--- src/sv/assert_macros.svh ---
// Assertion macros shared by the codon translator RTL.
// Needs clk and arst_n in the scope of each use.
`ifndef ASSERT_MACROS_SVH
`define ASSERT_MACROS_SVH
`ifndef NO_ASSERTIONS
`define RCT_ASSERT(lbl, prop) \
	lbl: assert property (@(posedge clk) disable iff (!arst_n) prop) \
	else $error("rct assertion failed");
`define RCT_ASSERT_NEVER(lbl, expr) \
	lbl: assert property (@(posedge clk) disable iff (!arst_n) !(expr)) \
	else $error("rct forbidden condition");
`else
`define RCT_ASSERT(lbl, prop)
`define RCT_ASSERT_NEVER(lbl, expr)
`endif
`endif

--- src/sv/rct_pkg.sv ---
// Package for the codon translator: widths, residue codes, genetic code table
// and the transaction type passed from front to back. No dependencies.
package rct_pkg;

	localparam int COUNT_BITS = 16;
	localparam int SHOW_W     = 16;
	localparam int CNT_EXT_W  = (COUNT_BITS > SHOW_W) ? COUNT_BITS : SHOW_W;

	localparam int FIFO_DEPTH = 4;
	localparam int FIFO_AW    = $clog2(FIFO_DEPTH);

	localparam logic [2:0] BASE_A     = 3'd0;
	localparam logic [2:0] BASE_C     = 3'd1;
	localparam logic [2:0] BASE_G     = 3'd2;
	localparam logic [2:0] BASE_U     = 3'd3;
	localparam logic [2:0] BASE_OTHER = 3'd4;

	localparam logic [4:0] CODE_STOP    = 5'd20;
	localparam logic [4:0] CODE_UNKNOWN = 5'd21;
	localparam logic [4:0] CODE_PARTIAL = 5'd22;

	localparam logic [1:0] PHASE_FIRST  = 2'd0;
	localparam logic [1:0] PHASE_SECOND = 2'd1;
	localparam logic [1:0] PHASE_THIRD  = 2'd2;

	// index = first*16 + second*4 + third, A=0 C=1 G=2 U=3
	localparam logic [4:0] CODE_TABLE [64] = '{
		5'd11, 5'd2,  5'd11, 5'd2,  5'd16, 5'd16, 5'd16, 5'd16,
		5'd1,  5'd15, 5'd1,  5'd15, 5'd9,  5'd9,  5'd12, 5'd9,
		5'd6,  5'd8,  5'd6,  5'd8,  5'd14, 5'd14, 5'd14, 5'd14,
		5'd1,  5'd1,  5'd1,  5'd1,  5'd10, 5'd10, 5'd10, 5'd10,
		5'd5,  5'd3,  5'd5,  5'd3,  5'd0,  5'd0,  5'd0,  5'd0,
		5'd7,  5'd7,  5'd7,  5'd7,  5'd19, 5'd19, 5'd19, 5'd19,
		5'd20, 5'd18, 5'd20, 5'd18, 5'd15, 5'd15, 5'd15, 5'd15,
		5'd20, 5'd4,  5'd17, 5'd4,  5'd10, 5'd13, 5'd10, 5'd13
	};

	typedef struct packed {
		logic       partial;
		logic       unknown;
		logic [5:0] idx;
		logic       last;
	} job_t;

	function automatic logic [2:0] base_code(input logic [7:0] c);
		logic [2:0] r;
		unique case (c)
			8'h41:   r = BASE_A;
			8'h43:   r = BASE_C;
			8'h47:   r = BASE_G;
			8'h55:   r = BASE_U;
			default: r = BASE_OTHER;
		endcase
		return r;
	endfunction

endpackage

--- src/sv/rct_front.sv ---
// Front end: takes bases, classifies them and assembles codon transactions.
// Depends on rct_pkg and assert_macros.svh.
`include "assert_macros.svh"
module rct_front (
	input  logic             clk,
	input  logic             arst_n,
	input  logic             push,
	input  logic [7:0]       base_char,
	input  logic             sequence_end,
	output logic             full,
	input  logic             q_full,
	output logic             q_push,
	output rct_pkg::job_t    q_job
);

	logic [1:0] phase_q;
	logic [2:0] held_q [2];
	logic [2:0] b;
	logic       accept;
	logic       early;

	assign full   = q_full;
	assign accept = push && !q_full;
	assign b      = rct_pkg::base_code(base_char);
	// phase 3 cannot arise; treated as third base
	assign early  = (phase_q == rct_pkg::PHASE_FIRST) || (phase_q == rct_pkg::PHASE_SECOND);

	assign q_push = accept && (!early || sequence_end);

	always_comb begin
		q_job.partial = early;
		q_job.unknown = held_q[0][2] | held_q[1][2] | b[2];
		q_job.idx     = {held_q[0][1:0], held_q[1][1:0], b[1:0]};
		q_job.last    = sequence_end;
	end

	always_ff @(posedge clk or negedge arst_n) begin
		if (!arst_n) begin
			phase_q   <= rct_pkg::PHASE_FIRST;
			held_q[0] <= rct_pkg::BASE_A;
			held_q[1] <= rct_pkg::BASE_A;
		end else if (accept) begin
			if (early)
				held_q[phase_q[0]] <= b;
			if (q_push)
				phase_q <= rct_pkg::PHASE_FIRST;
			else
				phase_q <= phase_q + 2'd1;
		end
	end

	`RCT_ASSERT_NEVER(a_phase_range, phase_q == 2'd3)
	`RCT_ASSERT(a_codon_on_third, q_push && !q_job.partial |-> phase_q == rct_pkg::PHASE_THIRD)

endmodule

--- src/sv/rct_fifo.sv ---
// Short transaction queue between the front and back ends.
// Depends on rct_pkg and assert_macros.svh.
`include "assert_macros.svh"
module rct_fifo (
	input  logic          clk,
	input  logic          arst_n,
	input  logic          push,
	input  rct_pkg::job_t wdata,
	output logic          full,
	input  logic          pop,
	output rct_pkg::job_t rdata,
	output logic          empty
);

	rct_pkg::job_t             slot_q [rct_pkg::FIFO_DEPTH];
	logic [rct_pkg::FIFO_AW-1:0] wr_ptr_q;
	logic [rct_pkg::FIFO_AW-1:0] rd_ptr_q;
	logic [rct_pkg::FIFO_AW:0]   cnt_q;
	logic                        do_push;
	logic                        do_pop;

	assign full    = (cnt_q == (rct_pkg::FIFO_AW+1)'(rct_pkg::FIFO_DEPTH));
	assign empty   = (cnt_q == '0);
	assign do_push = push && !full;
	assign do_pop  = pop && !empty;
	assign rdata   = slot_q[rd_ptr_q];

	always_ff @(posedge clk) begin
		if (do_push)
			slot_q[wr_ptr_q] <= wdata;
	end

	always_ff @(posedge clk or negedge arst_n) begin
		if (!arst_n) begin
			wr_ptr_q <= '0;
			rd_ptr_q <= '0;
			cnt_q    <= '0;
		end else begin
			if (do_push)
				wr_ptr_q <= wr_ptr_q + 1'b1;
			if (do_pop)
				rd_ptr_q <= rd_ptr_q + 1'b1;
			if (do_push && !do_pop)
				cnt_q <= cnt_q + 1'b1;
			else if (do_pop && !do_push)
				cnt_q <= cnt_q - 1'b1;
		end
	end

	`RCT_ASSERT(a_cnt_bound, cnt_q <= (rct_pkg::FIFO_AW+1)'(rct_pkg::FIFO_DEPTH))
	`RCT_ASSERT_NEVER(a_push_when_full, push && full)

endmodule

--- src/sv/rct_back.sv ---
// Back end: translates codon transactions, keeps the residue count and holds
// the result register. Depends on rct_pkg and assert_macros.svh.
`include "assert_macros.svh"
module rct_back (
	input  logic                           clk,
	input  logic                           arst_n,
	input  logic                           q_empty,
	input  rct_pkg::job_t                  q_job,
	output logic                           q_pop,
	output logic                           empty,
	input  logic                           pop,
	output logic [4:0]                     residue_code,
	output logic [rct_pkg::SHOW_W-1:0]     residue_count,
	output logic                           last_result
);

	localparam logic [rct_pkg::COUNT_BITS-1:0] CntMax = '1;
	localparam logic [rct_pkg::CNT_EXT_W-1:0]  ShowMax =
		rct_pkg::CNT_EXT_W'({rct_pkg::SHOW_W{1'b1}});

	logic                            out_valid_q;
	logic [4:0]                      code_q;
	logic [rct_pkg::SHOW_W-1:0]      count_q;
	logic                            last_q;
	logic [rct_pkg::COUNT_BITS-1:0]  counter_q;
	logic [rct_pkg::COUNT_BITS-1:0]  inc;
	logic [rct_pkg::COUNT_BITS-1:0]  shown_src;
	logic [rct_pkg::CNT_EXT_W-1:0]   shown_ext;
	logic [rct_pkg::SHOW_W-1:0]      shown;
	logic [4:0]                      code;

	assign q_pop = !q_empty && (!out_valid_q || pop);

	assign inc       = (counter_q != CntMax) ? counter_q + 1'b1 : counter_q;
	// a dropped partial codon reports the count unchanged
	assign shown_src = q_job.partial ? counter_q : inc;
	assign shown_ext = rct_pkg::CNT_EXT_W'(shown_src);
	assign shown     = (shown_ext > ShowMax) ? {rct_pkg::SHOW_W{1'b1}}
		: shown_ext[rct_pkg::SHOW_W-1:0];

	always_comb begin
		if (q_job.partial)
			code = rct_pkg::CODE_PARTIAL;
		else if (q_job.unknown)
			code = rct_pkg::CODE_UNKNOWN;
		else
			code = rct_pkg::CODE_TABLE[q_job.idx];
	end

	always_ff @(posedge clk) begin
		if (q_pop) begin
			code_q  <= code;
			count_q <= shown;
			last_q  <= q_job.last;
		end
	end

	always_ff @(posedge clk or negedge arst_n) begin
		if (!arst_n) begin
			out_valid_q <= 1'b0;
			counter_q   <= '0;
		end else begin
			if (q_pop)
				out_valid_q <= 1'b1;
			else if (pop)
				out_valid_q <= 1'b0;
			if (q_pop) begin
				if (q_job.last)
					counter_q <= '0;
				else
					counter_q <= inc;
			end
		end
	end

	assign empty         = !out_valid_q;
	assign residue_code  = code_q;
	assign residue_count = count_q;
	assign last_result   = last_q;

	`RCT_ASSERT(a_cnt_clear_on_last, q_pop && q_job.last |=> counter_q == '0)
	`RCT_ASSERT(a_partial_is_last, q_pop && q_job.partial |-> q_job.last)

endmodule

--- src/sv/rct_top.sv ---
// Top level of the RNA codon translator: front end, transaction queue and back end.
// Depends on rct_pkg, rct_front, rct_fifo and rct_back.
//
// Input channel: push/full with base_char (ASCII) and sequence_end. A base is
// taken at each edge with push high and full low, one per cycle sustained.
// Output channel: empty/pop with residue_code, residue_count and last_result.
// A result is produced on every third base of a codon, and on a base that
// carries sequence_end before the codon is complete (partial marker, code 22).
// A result shows (empty low) once it has gone through the queue, which the edge
// that takes its base writes, and the result register, which loads when empty or popped.
// Bases are taken one per cycle while full stays low; the table lookup in the back
// end is combinational, and the four-entry queue absorbs bursts of output stall.
// When the receiver holds pop low, the result register stays, the queue
// fills and full rises once all four entries hold transactions.
// Reset (arst_n low) clears codon phase, held bases, residue count, queue state
// and result valid flag (not the result data); no result is pending after reset.
module rna_codon_translator_top (
	input  logic                       clk,
	input  logic                       arst_n,
	input  logic                       push,
	output logic                       full,
	input  logic [7:0]                 base_char,
	input  logic                       sequence_end,
	output logic                       empty,
	input  logic                       pop,
	output logic [4:0]                 residue_code,
	output logic [rct_pkg::SHOW_W-1:0] residue_count,
	output logic                       last_result
);

	logic          q_full;
	logic          q_push;
	logic          q_empty;
	logic          q_pop;
	rct_pkg::job_t wjob;
	rct_pkg::job_t rjob;

	rct_front u_front (
		.clk          (clk),
		.arst_n       (arst_n),
		.push         (push),
		.base_char    (base_char),
		.sequence_end (sequence_end),
		.full         (full),
		.q_full       (q_full),
		.q_push       (q_push),
		.q_job        (wjob)
	);

	rct_fifo u_fifo (
		.clk    (clk),
		.arst_n (arst_n),
		.push   (q_push),
		.wdata  (wjob),
		.full   (q_full),
		.pop    (q_pop),
		.rdata  (rjob),
		.empty  (q_empty)
	);

	rct_back u_back (
		.clk           (clk),
		.arst_n        (arst_n),
		.q_empty       (q_empty),
		.q_job         (rjob),
		.q_pop         (q_pop),
		.empty         (empty),
		.pop           (pop),
		.residue_code  (residue_code),
		.residue_count (residue_count),
		.last_result   (last_result)
	);

endmodule
--- config.mk ---
export PLATFORM = sky130hd
export DESIGN_NAME = rna_codon_translator_top
export DESIGN_NICKNAME = d
export VERILOG_FILES = /design/src/sv/rct_pkg.sv /design/src/sv/rct_front.sv /design/src/sv/rct_fifo.sv /design/src/sv/rct_back.sv /design/src/sv/rct_top.sv
export VERILOG_INCLUDE_DIRS = /design/src /design/src/sv
export SDC_FILE = /design/constraint.sdc
export NUM_CORES = 1
export LEC_CHECK = 0
export BUFFER_PORTS_ARGS = -buffer_cell sky130_fd_sc_hd__buf_4
export CAP_MARGIN = 20
export CORE_ASPECT_RATIO = 0.7
export CORE_UTILIZATION = 60
export CTS_CLUSTER_SIZE = 40
export DETAILED_ROUTE_END_ITERATION = 7
export PLACE_DENSITY = 0.91
export SLEW_MARGIN = 10
export SYNTH_ARGS = -nofsm -noshare
export SYNTH_HDL_FRONTEND = slang
export SYNTH_HIERARCHICAL = 1
export SYNTH_SLANG_ARGS = --single-unit
--- constraint.sdc ---
create_clock -name clk -period 5.9 [get_ports clk]
set_clock_uncertainty 0.1 [all_clocks]
set_input_delay 0.295 -clock clk [delete_from_list [all_inputs] [get_ports clk]]
set_output_delay 0.295 -clock clk [all_outputs]
set_load 0.02 [all_outputs]
==> results.md, run 1 <==
Drt:
- The total via count after detailed routing is slightly below 3000.
- The overall routed net length is between 8000 and 9000 um.
- In the routed layout, each cell is associated on average with a via count of slightly above 6.
- The average routed wire per standard cell is approximately 17 um.
- In the routed design, unresolved DRC markers number 0.
- The first TritonRoute pass finished after 5 iterations.
- The initial detailed-routing violation count is 278.
- Once detail routing completed, the nets flagged for antenna violations numbered 0.

Clock tree:
- After clock tree synthesis, the clock-pin slew on the worst setup and hold paths is 0.09 ns.
- TritonCTS built the clock tree.
- Clock tree synthesis inserted a total of 9 buffers.
- The buffers inserted during post-CTS setup optimization is 0.
- The root cell of the clock tree is sky130_fd_sc_hd__clkbuf_8.
- For this design, the sink count on the clock tree is 90.
- The number of resized instances in the post-cts repair step is 0.
- The cts-stage hold buffer count is 1.
- The source-to-sink clock delay at the later pin of the worst-skew pair is between 0.3 and 0.4 ns.
- The deepest level of the CTS H-tree is 3.
- The clock passes through at most 2 buffers.

Synthesis:
- The count of yosys warnings during synthesis is 6.
- After synthesis the netlist holds a flip-flop and latch count of 90.
- The synthesized netlist contains 65 unique library cells.
- The mean instance size in the synthesized netlist is about 13 um2.
- Of all cell types, the one taking the most synthesized area is sky130_fd_sc_hd__edfxtp_1.
- Sorting the synthesized cells by area gives the leading types as sky130_fd_sc_hd__edfxtp_1, sky130_fd_sc_hd__dfrtp_1, sky130_fd_sc_hd__mux4_2.
- The synthesized design contains 58 enable-type register cells.
- Synthesis produced a netlist whose cell count is 356.
- The fraction of synthesized cell area taken by the top area cell type is roughly two fifths.
- The sequential share of the synthesized area is approximately 56%.
- The number of nets produced by synthesis is about 380.
- The share of async-settable or async-resettable flops after synthesis is between 30% and 40%.
- The most used flip-flop cell after synthesis is sky130_fd_sc_hd__edfxtp_1.
- The post-synthesis instance area is around 4500 um2.

Min path:
- The classification of the worst-slack hold path is input pin to flop.

Timing:
- The count of final hold-check violations came to 0.
- On the final layout, the worst hold slack is 0.0525 ns.
- The maximum clock frequency is approximately 0.31 GHz.
- The post-route minimum period is 3.23 ns.
- After layout, the worst setup slack is 2.67 ns.
- Setup violations remaining at the end of the flow were counted as 0.
- After layout, the worst path uses between 50 and 60% of the clock period.
- The transition time of the tightest slew-check pin is between 0.7 and 0.8 ns.
- Setup repair after global routing left no endpoint under its margin.
- The total negative slack for setup checks is 0 ns.
- The worst-case headroom to the max-slew limit is ~50%.
- The max-slew violation count came to 0.

Global routing:
- The met3 usage is under 10%.
- The first-pass GRT wire length is between 10000 and 15000 um.
- The global route total overflow is 0.
- The global routing met2 resource utilization is between 30% and 40%.
- The number of global-route vias before repair came to 2711.
- The initial antenna violation count was 0.
- The total global-route track usage is between 20% and 30%.
- The met1 routing resource usage after global routing is 29.9%.
- Entering global routing, the biggest net connects 33 pins.
- The most congested layer reported by global routing is met2.

Worst setup path:
- The critical path start-end classification is flop to flop.
- The worst setup path is captured at a flop.
- The cell repeated most along the worst path is sky130_fd_sc_hd__inv_1.
- The data required time at the worst endpoint is 6.09 ns.
- On the critical path, the stage with the largest delay is an instance of sky130_fd_sc_hd__nand2_1.
- The data arrival time at the worst-slack endpoint is around 3.4 ns.
- The largest stage delay on the critical path is roughly 0.48 ns.
- Walking the worst path, the cells encountered are or3_1, inv_1, inv_1, nand2_1, inv_1, nand2_1, ha_1, inv_1, fa_1, xor2_1, nor2_1, xor2_1.
- The critical path contains buffers and inverters numbering 4 combined.
- Across all register-to-register paths, the minimum setup slack is about 2.7 ns.
- The largest fanout on the critical path is 20.
- The family with the most delay on the worst path is simple AND/OR/NAND/NOR gates.
- The worst setup path is launched from a flop.

Power and ir drop:
- VDD sags by at most approximately 0.27 mV.
- The leakage power figure is approximately 1.9 nW.
- Overall power consumption after layout is estimated at 2.14 mW.
- Dividing total power by cell area gives a power density of 430 nW/um2.

Finish:
- The final net count is between 300 and 400.
- The library cells used most frequently in the layout, excluding fill and tap cells, are sky130_fd_sc_hd__edfxtp_1, sky130_fd_sc_hd__buf_4, sky130_fd_sc_hd__dfrtp_1, sky130_fd_sc_hd__nor2_1, sky130_fd_sc_hd__inv_1.
- Excluding fillers, the count of instances in the completed layout stands at 480.
- 0 antenna diodes ended up in the layout.
- The leading cell type in the layout, fill and taps excluded is sky130_fd_sc_hd__edfxtp_1.
- After routing the design area is between 4000 and 5000 um2.
- Compared with the post-synthesis result, the final layout area differs by 9.25%.
- Measured on the finished design, the core utilization comes to about two thirds.
- The ratio of cells with drive above 1 in the final layout is a little over a fifth.

Die:
- The number of top-level pins is 37.
- The horizontal die dimension is around 110 um.
- Once the floorplan was initialized, standard cells occupied between 60 and 70% of the core.
- The die area is between 7000 and 8000 um2.
- The standard-cell row count is 26.
- The floorplan step defined a core boundary enclosing approximately 7300 um2.
- The vertical extent of the die is between 70 and 80 um.

Placed design:
- Including well taps, the total number of placed cells is roughly 460.
- Once detailed placement completed, the half-perimeter wirelength came to roughly 5700 um.
- The cell area reported after detailed placement is 4750 um2.
- Port buffering added 36 buffers.
- The placer's final routability congestion estimate is 0.886.
- Before CTS, the worst setup slack after placement is 2.25 ns.

Flow run:
- The total of max-cap violations is 0.

Run status:
- The run finished with clean final reports.
## sequential cells by signal (all words and copies together), names as in the netlist, 2 cells and up
register,count
u_fifo/wr_ptr_q,2
u_back/residue_count,16
u_front/held_q,2
u_back/residue_code,5
u_fifo/slot_q,36
u_front/phase_q,2
u_fifo/rd_ptr_q,2
u_front/q_job,4
u_back/counter_q,16
u_fifo/cnt_q,3
## layout make-up
type                       count  area [um2]
clock buffer                  10         138
clock inverter                 6        40.0
fill                         516        2350
inverter                      18        67.6
multi-input combinational    220        1750
sequential                    90        2540
tap                           98         123
timing repair buffer          38         308
## per-layer routing
layer	up-vias	wire, um
li1	1384	-
met1	1453	3560
met2	135	4020
met3	12	704
met4	0	60
met5	-	0
## Yosys cell counts, types with 3 or more instances
| master | n |
|---|---|
| sky130_fd_sc_hd__mux2_4 | 3 |
| sky130_fd_sc_hd__buf_4 | 12 |
| sky130_fd_sc_hd__buf_2 | 4 |
| sky130_fd_sc_hd__nor4_1 | 4 |
| sky130_fd_sc_hd__ha_1 | 8 |
| sky130_fd_sc_hd__nand3_1 | 15 |
| sky130_fd_sc_hd__a21oi_1 | 9 |
| sky130_fd_sc_hd__mux4_2 | 9 |
| sky130_fd_sc_hd__o311ai_1 | 4 |
| sky130_fd_sc_hd__buf_6 | 3 |
| sky130_fd_sc_hd__and2_1 | 7 |
| sky130_fd_sc_hd__o31ai_1 | 10 |
| sky130_fd_sc_hd__clkbuf_1 | 7 |
| sky130_fd_sc_hd__o21ai_0 | 8 |
| sky130_fd_sc_hd__a31oi_1 | 7 |
| sky130_fd_sc_hd__nand2b_1 | 5 |
| sky130_fd_sc_hd__edfxtp_1 | 58 |
| sky130_fd_sc_hd__o311ai_0 | 6 |
| sky130_fd_sc_hd__nand4_1 | 6 |
| sky130_fd_sc_hd__inv_1 | 17 |
| sky130_fd_sc_hd__xor2_1 | 12 |
| sky130_fd_sc_hd__xnor2_1 | 6 |
| sky130_fd_sc_hd__nor2b_1 | 6 |
| sky130_fd_sc_hd__nor3_1 | 9 |
| sky130_fd_sc_hd__mux2_2 | 3 |
| sky130_fd_sc_hd__nor2_1 | 23 |
| sky130_fd_sc_hd__nand2_1 | 16 |
| sky130_fd_sc_hd__dfrtp_1 | 32 |
## cells by family (layout without fill, tap and decap cells)
family	after synthesis	in the layout	share of synthesized area, %
adder cells (fa/ha/maj)	9	9	2.64
flip-flops	90	90	55.9
AND/OR/NAND/NOR	113	113	15.1
multiplexers	18	18	6.88
buffers and inverters	46	72	5.62
XOR/XNOR	18	18	3.47
AO/OA/AOI/OAI	62	62	10.3
## worst paths after layout
kind,startpoint,endpoint,cells past startpoint
hold reg to reg,u_fifo/cnt_q[2]$_DFFE_PN0P_,u_fifo/cnt_q[2]$_DFFE_PN0P_,1
max in group asynchronous,arst_n,u_back/counter_q[14]$_DFFE_PN0P_,2
min in group asynchronous,arst_n,u_back/counter_q[10]$_DFFE_PN0P_,2
hold / removal,sequence_end,u_fifo/slot_q[3][0]$_DFFE_PP_,1
setup reg to reg,u_fifo/cnt_q[0]$_DFFE_PN0P_,u_fifo/cnt_q[2]$_DFFE_PN0P_,12
setup / recovery,u_fifo/cnt_q[0]$_DFFE_PN0P_,u_fifo/cnt_q[2]$_DFFE_PN0P_,12
## power by group
| part | switching (mW) | internal [mW] | leakage [nW] |
|---|---|---|---|
| clock | 0.211 | 0.164 | 0.0823 |
| combinational | 0.485 | 0.346 | 0.917 |
| sequential | 0.101 | 0.832 | 0.950 |
No activity file was read; power rests on OpenSTA's default activity.
==> run 2: changes to the inputs <==
Clock period 5.9 ns to 3.12 ns, I/O delays scaled along.
==> results.md, run 2 (synthesis results as in run 1) <==
Clock tree:
- The root cell of the clock tree is sky130_fd_sc_hd__clkbuf_8.
- The number of clock buffers added by TritonCTS is 9.
- For the worst-skew pair, the clock arrives at the later sink with an insertion delay of 0.36 ns.
- The maximum count of clock buffers along a single path is 2.
- For this design, the sink count on the clock tree is 90.
- The deepest level of the CTS H-tree is 3.
- The clock-pin transition on the worst setup and hold timing paths is 0.09 ns.
- TritonCTS built the clock tree.

Global routing:
- The first global-routing pass estimated between 10000 and 15000 um of wire.
- Summed over all layers, the global routing overflow is 0.
- The total global-route track usage is about a quarter.
- The initial antenna violation count is 0.
- The largest net degree at the start of global routing is 33.
- The number of global-route vias before repair is ~2800.

Power and ir drop:
- The power density over the cells is between 800 and 900 nW/um2.
- Across the VDD grid, the largest voltage drop is between 0.4 and 0.5 mV.
- The leakage power figure is a little under 2 nW.

Die:
- The horizontal die dimension is approximately 110 um.
- In this run the standard cell core region covers about 7300 um2.
- The initial cell density of the core is ~62%.
- After floorplanning, the core was divided into 26 placement rows.
- The floorplan step defined a die boundary enclosing 7930 um2.
- The vertical extent of the die is roughly 75 um.
- In this run the count of I/O pins placed on the die edge is 37.

Worst setup path:
- Of all nets on the critical path, the largest fanout is 7.
- The data required time at the worst endpoint is about 3.3 ns.
- The endpoint kind of the worst setup timing path is a flop.
- The worst setup path is of the flop to flop kind.
- The critical path launch point type is a flop.
- Data arrives at the worst endpoint at around 2.8 ns.

Placed design:
- The placer's final routability congestion estimate is 0.917.
- The worst setup slack before clock tree synthesis is 0.503 ns.
- Buffers placed on the I/O ports in this run total 36.
- The final HPWL from detailed placement is between 5000 and 6000 um.

Finish:
- 0 antenna diodes ended up in the layout.
- The register with the most flip-flops in the layout has 36 of them.
- Ranked by flip-flop count, first place goes to u_fifo/slot_q.
- The post-synthesis to final-layout area growth is 9.50%.
- The final net count is slightly above 400.
- The library cell used most frequently in the layout, excluding fill and tap cells, is sky130_fd_sc_hd__edfxtp_1.
- The ratio of cells with drive above 1 in the final layout is roughly 22%.
- Fill cells in the final layout number 523.
- The top cell types in the final layout, fill and taps aside, are sky130_fd_sc_hd__edfxtp_1, sky130_fd_sc_hd__buf_4, sky130_fd_sc_hd__dfrtp_1, sky130_fd_sc_hd__nor2_1, sky130_fd_sc_hd__inv_1.

Drt:
- For this block, the routed nets add up to ~8500 um of wire.
- The topmost layer with routed signal wires is met4.
- The detailed router finished its first iteration with ~230 violations.
- The routed length on met1 is about 3800 um.
- The total iterations of the first detailed-routing run is 7.
- The met3 wire length is roughly 630 um.
- For this run, design rule violations remaining after detail routing come to 1.
- The total via count after detailed routing is roughly 3000.
- In the detailed route, the total length drawn on met2 is 4000 um.
- Dividing the detail-routed via count by the number of cells gives ~6.2.
- The number of antenna-violating nets in the routed design is 0.
- The average routed wire per standard cell is 17.5 um.

Flow run:
- Max-cap violations in this run came to 0.

Min path:
- In this run the worst hold path is classified as input pin to flop.

Timing:
- Setup repair after global routing left no endpoint under its margin.
- In this run the tightest slew margin relative to its limit is 50.3%.
- In the final timing run, aggregate negative setup slack is 0 ns.
- The max-slew violation count is 0.
- The maximum clock frequency is between 0.3 and 0.4 GHz.
- The count of final hold-check violations came to 0.
- In the post-route analysis, the smallest setup slack over all paths is a little under 0.5 ns.
- The final setup violation count is 0.
- The post-route minimum period is between 2 and 3 ns.
- Dividing the final minimum period by the clock period gives between 80% and 90%.
- The transition time of the tightest slew-check pin is ~0.74 ns.

Run status:
- The flow ran to the end, but the final reports show violations.
- The final reports fail on design-rule violations.
[run 2: path summary, 6_finish.rpt]
kind	slack, ns	cells past startpoint	endpoint	from
worst min register to register	0.39	1	u_fifo/cnt_q[2]$_DFFE_PN0P_	u_fifo/cnt_q[2]$_DFFE_PN0P_
min in group asynchronous	0.19	2	u_back/counter_q[11]$_DFFE_PN0P_	arst_n
worst max-delay path	0.48	9	u_fifo/cnt_q[1]$_DFFE_PN0P_	u_fifo/cnt_q[0]$_DFFE_PN0P_
worst min-delay path	0.04	3	u_front/q_job[4]$_DFFE_PN0P_	base_char[0]
max in group asynchronous	2.41	2	u_back/counter_q[12]$_DFFE_PN0P_	arst_n
worst max register to register	0.48	9	u_fifo/cnt_q[1]$_DFFE_PN0P_	u_fifo/cnt_q[0]$_DFFE_PN0P_
[run 2: metrics by stage]
stage	instance area, um2	total power, mW	hold WS [ns]	instances	utilization [%]
floorplan	4550	2.98	-0.240	356	-
global placement	4790	3.27	0.0181	467	65.4
detailed placement	4790	3.36	0.0262	467	65.4
CTS	4980	4.05	0.0345	485	68.0
global route	4980	4.30	0.0358	485	68.0
finish	4980	4.05	0.0433	485	68.0
[run 2: critical path: stages (launching register included)]
cell	delay [ns]
sky130_fd_sc_hd__dfrtp_1	0.44
sky130_fd_sc_hd__nor3b_2	0.34
sky130_fd_sc_hd__nand2b_1	0.29
sky130_fd_sc_hd__nor2_1	0.07
sky130_fd_sc_hd__nor2b_1	0.13
sky130_fd_sc_hd__buf_4	0.17
sky130_fd_sc_hd__ha_1	0.22
sky130_fd_sc_hd__inv_1	0.08
sky130_fd_sc_hd__fa_1	0.41
sky130_fd_sc_hd__mux2_2	0.27
[run 2: what timing repair did]
action / in CTS / in global routing
setup buffers: 0 / 0
gates resized for setup: 0 / 0
hold endpoints to repair: 36 / 0
hold buffers: 2 / 0
[run 2: report_power, final]
group	internal, mW	switching, mW	leakage, nW	total [mW]
logic	0.656	0.948	0.933	1.60
clock network	0.290	0.405	0.0803	0.694
registers	1.57	0.174	0.950	1.75
total	2.52	1.53	1.96	4.05
[run 2: area by class of cell]
cell class | instances | area [um2] | share of cell area (%)
clock buffer | 10 | 128 | 2.56
sequential | 90 | 2540 | 51.1
clock inverter | 6 | 41.3 | 0.830
timing repair buffer | 43 | 328 | 6.59
tap | 98 | 123 | 2.46
inverter | 18 | 67.6 | 1.36
multi-input combinational | 220 | 1750 | 35.1
[run 2: metal layers]
metal / global-route usage (%) / up-vias
li1: - / 1397
met1: 31.8 / 1479
met2: 37.4 / 137
met3: 6.67 / 11
met4: 6.94 / 0
met5: 0 / -
==> run 3: changes to the inputs <==
Settings changed: ABC_AREA set to 1, CORE_UTILIZATION 60 to 54, PLACE_DENSITY 0.91 to 0.87.
Clock period 3.12 ns to 2.15 ns, I/O delays scaled along.
==> results.md, run 3 <==
Run status:
- The run finished with clean final reports.

Drt:
- The number of antenna-violating nets in the routed design is 0.
- The total iterations of the first detailed-routing run is 4.
- Wires add up to approximately 10000 um.
- In the routed layout, each cell is associated on average with a via count of ~5.3.
- After detailed routing, the average wire length per cell comes to 14.4 um.
- For this run, design rule violations remaining after detail routing come to 0.
- The initial detailed-routing violation count is around 330.
- The total via count after detailed routing is just under 4000.

Synthesis:
- During synthesis, Yosys emitted a total of 6 warnings.
- The fraction of synthesized cell area taken by the top area cell type is ~36%.
- The number of nets in the synthesized netlist is between 500 and 600.
- The cell count after synthesis is between 500 and 600.
- The share of async-settable or async-resettable flops after synthesis is 35.6%.
- By area the synthesized netlist is led by sky130_fd_sc_hd__edfxtp_1, sky130_fd_sc_hd__dfrtp_1, sky130_fd_sc_hd__nand2_1.
- Sorting the synthesized cells by how often they occur yields sky130_fd_sc_hd__nand2_1, sky130_fd_sc_hd__inv_1, sky130_fd_sc_hd__edfxtp_1.
- The most frequent cell after synthesis is sky130_fd_sc_hd__nand2_1.
- The largest total area in the synthesized netlist belongs to sky130_fd_sc_hd__edfxtp_1.
- In this run, distinct cell masters in the synthesized netlist total 39.
- Sequential cells were found to cover 51.9% of the synthesized design area.
- The post-synthesis instance area is between 4000 and 5000 um2.
- The synthesized design contains 90 register bits.
- The mean instance size in the synthesized netlist is ~9 um2.
- The number of enable flip-flop cells after synthesis is just under 60.
- The most used flip-flop cell after synthesis is sky130_fd_sc_hd__edfxtp_1.

Clock tree:
- The TritonCTS clock tree is done.
- The tree built by TritonCTS fans out to 90 sinks.
- The H-tree was split into 3 levels.
- The tree is rooted in a sky130_fd_sc_hd__clkbuf_16.
- The number of buffers added by the clock tree synthesis step is 9.
- The maximum count of clock buffers along a single path is 2.
- After clock tree synthesis, the clock-pin slew on the worst setup and hold paths is 0.06 ns.
- Clock latency on the worst-skew pair, taken at its later pin, is approximately 0.34 ns.

Worst setup path:
- Data arrives at the worst endpoint at between 2 and 2.5 ns.
- The critical path is of the flop to flop type.
- The largest fanout on the critical path is 3.
- The critical path launch point type is a flop.
- The worst setup path is captured at a flop.
- Across all register-to-register paths, the minimum setup slack is about 0.058 ns.
- The data required time at the worst endpoint is between 2 and 2.5 ns.

Placed design:
- The count of port buffers added during placement is 36.
- The placed instances occupy a cell area of 5370 um2.
- The placer's final routability congestion estimate is 0.917.
- The cell total after placement is ~700.
- After legalization and detailed placement, the total HPWL measured slightly above 7000 um.

Timing:
- The post-route clock period utilization is 97.3%.
- The count of final hold-check violations is 0.
- The max-slew violation count was 0.
- After routing, the total negative slack on setup checks comes to 0 ns.
- At the pin with the least slew margin, the transition time is 0.548 ns.
- Setup repair after global routing could not meet its margin everywhere.
- Counting I/O delays and the setup requirement, the final critical path takes approximately 2.1 ns.
- Based on the critical path, the design can be clocked at up to approximately 0.48 GHz.
- Measured against its own limit, the worst slew margin works out to approximately 63%.
- Setup violations remaining at the end of the flow were counted as 0.
- Hold timing on the final database bottoms out at a slack of approximately 0.047 ns.

Finish:
- The register with the most flip-flops is u_fifo/slot_q.
- The antenna diode count is 0.
- Summing all non-filler instances in the final layout gives an area of 5770 um2.
- The register with the most flip-flops in the layout has 36 of them.
- The number of standard cells in the final layout excluding fillers is 726.
- The post-synthesis to final-layout area growth is 17.7%.
- The final layout contains 623 nets.
- The ratio of cells with drive above 1 in the final layout is between 20% and 30%.
- In the layout the commonest cells are sky130_fd_sc_hd__nand2_1, sky130_fd_sc_hd__buf_4, sky130_fd_sc_hd__inv_1, sky130_fd_sc_hd__edfxtp_1.
- Leaving out fill and tap cells, the most frequent cell in the layout is sky130_fd_sc_hd__nand2_1.
- Counting the fill cells in the layout gives roughly 650.

Die:
- The vertical extent of the die is about 80 um.
- The initial utilization of the core area, before any placement, comes to a little under three fifths.
- The number of top-level pins is 37.
- The floorplan step defined a die boundary enclosing 9460 um2.
- In this run the standard cell core region covers between 8000 and 9000 um2.
- The horizontal die dimension is ~120 um.
- In this run the core area contains 28 standard-cell rows.

Global routing:
- The total global-route track usage is approximately a quarter.
- The initial antenna violation count was 0.
- The number of global-route vias before repair is 3637.
- Entering global routing, the biggest net connects 33 pins.
- After global routing the overflow that remains totals 0.
- The first global-routing pass estimated around 17000 um of wire.

Min path:
- The classification of the worst-slack hold path is input pin to flop.

Power and ir drop:
- Overall power consumption after layout is estimated at ~7.6 mW.
- The largest voltage drop on the vdd net is roughly 0.70 mV.
- The leakage power figure is 2.74 nW.
- The power density over the cells is approximately 1300 nW/um2.

Flow run:
- The total of max-cap violations is 0.
==> run 3: cell count changes after synthesis, moves of 7 or more <==
cell	before	now
sky130_fd_sc_hd__and2_1	7	0
sky130_fd_sc_hd__inv_1	17	67
sky130_fd_sc_hd__inv_2	1	8
sky130_fd_sc_hd__mux4_2	9	0
sky130_fd_sc_hd__nand2_1	16	195
sky130_fd_sc_hd__nand2_2	0	9
sky130_fd_sc_hd__nand3_1	15	25
sky130_fd_sc_hd__nor2_1	23	32
sky130_fd_sc_hd__nor3_1	9	1
sky130_fd_sc_hd__o211ai_2	0	18
sky130_fd_sc_hd__o21ai_0	8	18
sky130_fd_sc_hd__o31ai_1	10	0
sky130_fd_sc_hd__xor2_1	12	4
==> run 3: critical path, cell delays in order (launching register included) <==
cell and delay [ns]:
sky130_fd_sc_hd__dfrtp_1 0.38, sky130_fd_sc_hd__inv_2 0.07, sky130_fd_sc_hd__ha_4 0.16, sky130_fd_sc_hd__inv_2 0.05
sky130_fd_sc_hd__a21oi_2 0.06, sky130_fd_sc_hd__nor3_2 0.18, sky130_fd_sc_hd__nand2_2 0.11, sky130_fd_sc_hd__inv_2 0.07
sky130_fd_sc_hd__ha_4 0.12, sky130_fd_sc_hd__inv_2 0.04, sky130_fd_sc_hd__fa_2 0.35, sky130_fd_sc_hd__inv_1 0.06
sky130_fd_sc_hd__nand2_1 0.06, sky130_fd_sc_hd__nand4_1 0.09, sky130_fd_sc_hd__nand2_1 0.06
==> run 3: power by group <==
group	internal (mW)	total, mW	leakage (nW)	switching, mW
Clock	0.905	1.57	0.143	0.663
Combinational	1.28	3.54	1.63	2.26
Sequential	2.34	2.54	0.962	0.199
==> run 3: cell type report <==
type	count	area (um2)	area share (%)
Timing Repair Buffer	65	520	9.02
Sequential cell	90	2540	44.1
Tap cell	120	150	2.60
Inverter	77	294	5.10
Clock inverter	6	65.1	1.13
Multi-Input combinational cell	358	1970	34.1
Clock buffer	10	229	3.97
==> run 3: worst paths after layout <==
| check | start | endpoint | cells past startpoint |
|---|---|---|---|
| min in group asynchronous | arst_n | u_front/held_q[2]$_DFFE_PN0P_ | 2 |
| worst min-delay path | base_char[0] | u_front/held_q[5]$_DFFE_PN0P_ | 4 |
| worst min register to register | u_front/held_q[5]$_DFFE_PN0P_ | u_front/held_q[5]$_DFFE_PN0P_ | 2 |
| max in group asynchronous | arst_n | u_back/counter_q[1]$_DFFE_PN0P_ | 2 |
| worst max register to register | u_front/phase_q[0]$_DFFE_PN0P_ | u_fifo/cnt_q[2]$_DFFE_PN0P_ | 14 |
| worst max-delay path | u_front/phase_q[0]$_DFFE_PN0P_ | u_fifo/cnt_q[2]$_DFFE_PN0P_ | 14 |
==> run 3: cells by family (layout without fill, tap and decap cells) <==
family | Yosys count | count (layout) | share of synthesized area (%)
DFF | 90 | 90 | 51.9
xor gates and xnor gates | 5 | 5 | 0.894
adders and majority gates | 9 | 9 | 2.45
AOI/OAI and AO/OA | 54 | 54 | 8.84
and+or+nand+nor | 290 | 290 | 26.5
buffers and inverters | 99 | 158 | 9.47
==> run 3: through the flow <==
step	utilization (%)	worst slack [ns]
2_1_floorplan	-	-0.0780
3_3_place_gp	62.4	0.0758
3_5_place_dp	62.4	-0.0466
4_1_cts	66.5	0.00803
5_1_grt	66.9	-0.0269
6_report	66.9	0.0584
==> run 3: repair_timing <==
item / in CTS / in global routing
setup endpoints to repair: 1 / 20
setup buffers: 1 / 3
hold buffers: 3 / 0
pin swaps: 4 / 3
endpoints found under the hold margin: 38 / 0
gates resized for setup: 9 / 10
==> run 3: per-layer routing <==
layer  part of all wire, %  GRT usage, %  vias to the layer above  wire length (um)
met2                    47          39.0                      190              4930
met1                    43          33.1                     1782              4520
li1                      -             -                     1867                 -
met4                   1.2          7.56                        0               126
met3                   8.6          6.94                       19               896
met5                     0             0                        -                 0
